`config.mk`:
```
export PLATFORM = sky130hd
export DESIGN_NAME = bmf_window_cell
export DESIGN_NICKNAME = d
export VERILOG_FILES = /design/src/design/bmf_pkg.sv /design/src/design/bmf_window_cell.sv
export SDC_FILE = /design/constraint.sdc
export NUM_CORES = 1
export LEC_CHECK = 0
export BUFFER_PORTS_ARGS = -buffer_cell sky130_fd_sc_hd__buf_2
export CORE_MARGIN = 4
export CORE_UTILIZATION = 38
export CTS_CLUSTER_DIAMETER = 200
export DETAILED_ROUTE_END_ITERATION = 8
export GPL_TIMING_DRIVEN = 0
export HOLD_SLACK_MARGIN = 0.1
export PLACE_DENSITY = 0.82
export SETUP_SLACK_MARGIN = 0.02
export SYNTH_ARGS = -nofsm -noshare
export SYNTH_HDL_FRONTEND = slang
export SYNTH_SLANG_ARGS = --single-unit
```
`constraint.sdc`:
```
create_clock -name i_clk -period 3.3 [get_ports i_clk]
set_input_delay 0.825 -clock i_clk [delete_from_list [all_inputs] [get_ports i_clk]]
set_output_delay 0.825 -clock i_clk [all_outputs]
set_load 0.05 [all_outputs]
```
`src/design/bmf_pkg.sv`:
```
// Shared constants, register codes and control types for the 5x5 box mean filter.
// No dependencies; used by every design file through scoped names.
package bmf_pkg;

    localparam int MAX_WIDTH_DEF  = 1024;
    localparam int PIXEL_BITS_DEF = 8;

    localparam int WIDTH_BITS    = 11;
    localparam int HEIGHT_BITS   = 16;
    localparam int CFG_DATA_BITS = 16;
    localparam int CFG_IDX_BITS  = 1;

    localparam int WIDTH_RESET  = 640;
    localparam int HEIGHT_RESET = 480;

    localparam int WIN   = 5;
    localparam int BANKS = 4;

    localparam logic [CFG_IDX_BITS-1:0] REG_FRAME_WIDTH  = 1'd0;
    localparam logic [CFG_IDX_BITS-1:0] REG_FRAME_HEIGHT = 1'd1;

    localparam logic REQ_PIXEL = 1'b0;

    typedef struct packed {
        logic emit;
        logic interior;
        logic last;
        logic from_store;
    } t_emit;

endpackage

```
`src/design/bmf_window_cell.sv`:
```
// One column of the 5x5 window: holds five pixels and their sum, shifts to its neighbor,
// and adds its column sum onto the running window sum. Depends on bmf_pkg.
module bmf_window_cell #(
    parameter int PIXEL_BITS = bmf_pkg::PIXEL_BITS_DEF
) (
    input  logic                                    i_clk,
    input  logic                                    i_shift,
    input  logic [bmf_pkg::WIN-1:0][PIXEL_BITS-1:0] i_col,
    input  logic [PIXEL_BITS+2:0]                   i_col_sum,
    input  logic [PIXEL_BITS+4:0]                   i_acc,
    output logic [bmf_pkg::WIN-1:0][PIXEL_BITS-1:0] o_col,
    output logic [PIXEL_BITS+2:0]                   o_col_sum,
    output logic [PIXEL_BITS+4:0]                   o_acc
);

    localparam int SW = PIXEL_BITS + 5;

    logic [bmf_pkg::WIN-1:0][PIXEL_BITS-1:0] r_col;
    logic [PIXEL_BITS+2:0]                   r_sum;

    always_ff @(posedge i_clk) begin
        if (i_shift) begin
            r_col <= i_col;
            r_sum <= i_col_sum;
        end
    end

    assign o_col     = r_col;
    assign o_col_sum = r_sum;
    assign o_acc     = i_acc + SW'(r_sum);

endmodule

```
Word level (Yosys, flattened, before mapping):

Index checks and enable logic that the tools add are counted.

* flip-flop bits (word level): 51
* bits in writable memories: 0
* latch bits: 0
* ROM bits: 0
* memories kept: 0
* input bits: 66
* output and inout bits: 64

* multiply operators: 0
* bitwise gates (word level): 0
* equality and inequality tests: 0
* muxes and demuxes: 0
* reduce and logical (&&, ||, !) cells: 0
* shift-type cells: 0
* magnitude comparators: 0
* $add $sub $neg: 1
* divide/modulo/power cells: 0

Operators by type and width (count)
* 13-bit by 11-bit adder with 13-bit output: 1

Longest topological paths before layout:

* depth in word-level cells: 1
* gate-level depth with buffers: 7

Least setup slack after synthesis:

OpenSTA, ideal clock, no wires.

* path kind: input to output
* start point: input port i_acc[0]
* end point: output port o_acc[12]
* data arrival time: 3111 ps
* buffers on the path: 0
* slack: -636 ps
* stages: 7
* required time: 2475 ps
* path through: ha_1 -> fa_1 -> a21o_1 -> a221oi_2 -> o21bai_2 -> a221o_1 -> xor2_1

* cells in the longest elaborated chain, start to end: 1

Ends and longest elaborated chain
* start: declaration: RTL line bmf_window_cell.sv:10 `input logic [PIXEL_BITS+4:0] i_acc,`
* 13-bit by 11-bit adder with 13-bit output: RTL line bmf_window_cell.sv:30 `assign o_acc = i_acc + SW'(r_sum);`
* end: declaration: RTL line bmf_window_cell.sv:13 `output logic [PIXEL_BITS+4:0] o_acc`

Every way passes these cells.

Worst setup path after layout:

* start point: input port i_acc[0]
* end point: output port o_acc[10]

The elaborated chain is that of the path after synthesis.

==> flow_summary.ini <==
[worst_hold_path]
min_to = o_col_sum[9]
hold_start = i_col_sum[9]
hold_class = in2reg
hold_depth = 1

[setup_path]
worstPathArrival_ns = 2.81
crit_fanout = 2
crit_path_end_kind = primary output
crit_required_ns = 2.47
cp_common_cell = buf_6
cpMaxStageDelayCell = fa_2
path_depth = 10
slowest_delay_ns = 0.33
path_cells = buf_6, ha_4, fa_2, a21o_1, a221oi_4, buf_4, o2111ai_4, a21oi_4, xnor2_4, buf_6
path_buf_inv = 3
crit_path_start_kind = input pin
path_delay_family = compound AO/OA/AOI/OAI gates
path_class = in2out

[global_routing]
track_usage_pct = 14.2
first_global_vias = 1493
grt_max_degree = 52
grt_pass1_wl_um = 7050
grt-ovfl-total = 0
antenna_found_initial = 0

[synth]
synth_area_leaders = edfxtp_1 (73%), ha_1 (6.6%), xnor2_1 (2.1%)
synth_fp_nets = 202
yosysTopAreaCell = edfxtp_1
yosysUniqueCellTypes = 28
yosysSeqAreaShare_pct = 73.2
synth.cell_area_mm2 = 0.00209
synth_seq_cells = 51
synthesis.instances = 124
ys_warn_count = 0
avgSynthCellArea_um2 = 16.9
yosys.area.top_type_share_pct = 73.2

[finish]
drive_gt1_share_pct = 61.4
layout.area.seq_mm2 = 0.00153
final_util_pct = 60.9
nFillCells = 408
syn_to_final_growth_pct = 51.6
final_cells = 337
final_nets = 344
diodes = 0
multi_input_area_um2 = 687

[sta]
whs_ns = 0.701
period_share_pct = 110
finalSetupViolations = 4
maxSlewViolCount = 0
layout_setup_ws_ns = -0.337
period_minus_slack_ns = 3.64
rsz0062_at_grt = true
slew_headroom_pct = 27.6
hold_viol = 0
worst_pin_slew_ns = 1.09
max_freq_mhz = 275

[drt]
vias_per_cell = 4.82
via_count = 1623
avgRoutedWirePerCell_um = 14.5
drt_iter0_drc = 99
drc = 0
drt_pass1_iterations = 4
postRouteWirelength_um = 4880
final_antenna_net_count = 0

[placed_design]
dp_cells = 323
portBuffers = 129
pre_cts_ws_ns = -0.538
hpwlAfterDp_um = 3800
finalWeightedCongestion = 0.780

[clocking]
cts_max_level = 2
clk_pin_slew_worst_paths_ns = 0.09
cts_made_buffers = 5
cts_tree = done
holdBufCountCts = 0
numClockSinks = 51
ctsRootBufferMaster = clkbuf_8
clockBufferDepth = 2

[flow_run]
max_cap_violations = 0

[die]
dieArea_mm2 = 0.00676
dieWidth_um = 82.2
rows = 26
core_mm2 = 0.00520
io_pins = 130
die_h_um = 82.2
initial_core_util_pct = 40.2

[power_and_ir_drop]
total_power_mw = 1.88
ir_drop_mv = 0.346
p_leak_nw = 1.42
power_density_mw_per_mm2 = 592

[status]
outcome = complete, but fails checks
violations = negative setup slack
## registers in the layout, indices dropped and copies added, names as in the netlist
signal and flops:
o_col 40, o_col_sum 11
## layout by cell type (no fill, tap or decap), drive strengths merged, types with 2 or more instances in the layout
| cell | instances |
|---|---|
| a21o | 6 |
| a21oi | 8 |
| a221oi | 2 |
| and3 | 4 |
| buf | 135 |
| clkbuf | 7 |
| edfxtp | 51 |
| ha | 11 |
| inv | 4 |
| nand2 | 4 |
| nand3 | 6 |
| nor3 | 2 |
| o211ai | 2 |
| o21ai | 2 |
| xnor2 | 5 |
| xor2 | 5 |
## power by group
part | leakage [nW] | internal (mW) | switching [mW]
clock | 0.0562 | 0.226 | 0.193
combinational | 0.862 | 0.204 | 0.471
sequential | 0.499 | 0.770 | 0.0152
total | 1.42 | 1.20 | 0.679
## metrics by stage
step                setup TNS (ns)  area, um^2
detailed placement           -1.65        2920
floorplan                   -0.198        2180
finish                       -1.01        3170
global route                 -1.26        3170
global placement             -1.31        2920
CTS                         -0.878        3110
## worst max-delay path by stage
| stage | start | end | slack [ns] |
|---|---|---|---|
| detailed placement | i_acc[0] | o_acc[12] | -0.54 |
| global route | i_acc[0] | o_acc[10] | -0.40 |
| finish | i_acc[0] | o_acc[10] | -0.34 |
| global placement | i_acc[0] | o_acc[12] | -0.47 |
| floorplan | i_acc[0] | o_acc[12] | -0.17 |
| CTS | i_acc[0] | o_acc[10] | -0.34 |
## metal layers
layer	routed length [um]	vias to the layer above	share of wire (%)	track usage, %
li1	-	767	-	-
met1	1650	741	34	14.5
met2	2390	113	49	24.5
met3	805	2	16	8.03
met4	35	0	0.72	4.65
met5	0	-	0	0
## final cells by class
class                   instances  share of cell area (%)
plain buffers                   2                   0.276
clock buffers                   5                    2.17
clock inverters                 3                    1.34
inverters                       3                   0.355
multi-input cells              68                    21.7
flip-flops and latches         51                    48.3
well taps                      70                    2.76
repair buffers                135                    23.2
## cells by family after synthesis
| group | after synthesis | synth area share (%) |
|---|---|---|
| AO/OA/AOI/OAI | 25 | 8.79 |
| XOR/XNOR | 10 | 4.19 |
| adder cells (fa/ha/maj) | 12 | 7.54 |
| buffers and inverters | 5 | 0.897 |
| flip-flops | 51 | 73.2 |
| AND/OR/NAND/NOR | 21 | 5.38 |
## Yosys cell counts
| cell type | count |
|---|---|
| and3_1 | 4 |
| o21ai_0 | 2 |
| fa_1 | 1 |
| o2111ai_1 | 1 |
| o211ai_1 | 2 |
| inv_1 | 3 |
| nor3_1 | 2 |
| a31oi_1 | 1 |
| o21bai_2 | 1 |
| a21o_2 | 3 |
| nand2_1 | 4 |
| a221oi_1 | 1 |
| xor2_1 | 5 |
| nor2b_1 | 1 |
| a221oi_2 | 1 |
| and4_2 | 1 |
| a21o_1 | 3 |
| ha_1 | 11 |
| and2_1 | 1 |
| xnor2_1 | 5 |
| a221o_1 | 1 |
| a21oi_1 | 8 |
| a21bo_2 | 1 |
| nand3_1 | 6 |
| nor2_1 | 1 |
| clkbuf_1 | 2 |
| edfxtp_1 | 51 |
| nand4_1 | 1 |
## timing repair
item | in CTS | in global routing
pin swaps | 5 | 4
gates resized for setup | 13 | 11
endpoints found under the setup margin | 5 | 7
buffers inserted | 4 | 2
gates cloned | 0 | 0
(Power assumes the default switching activity.)
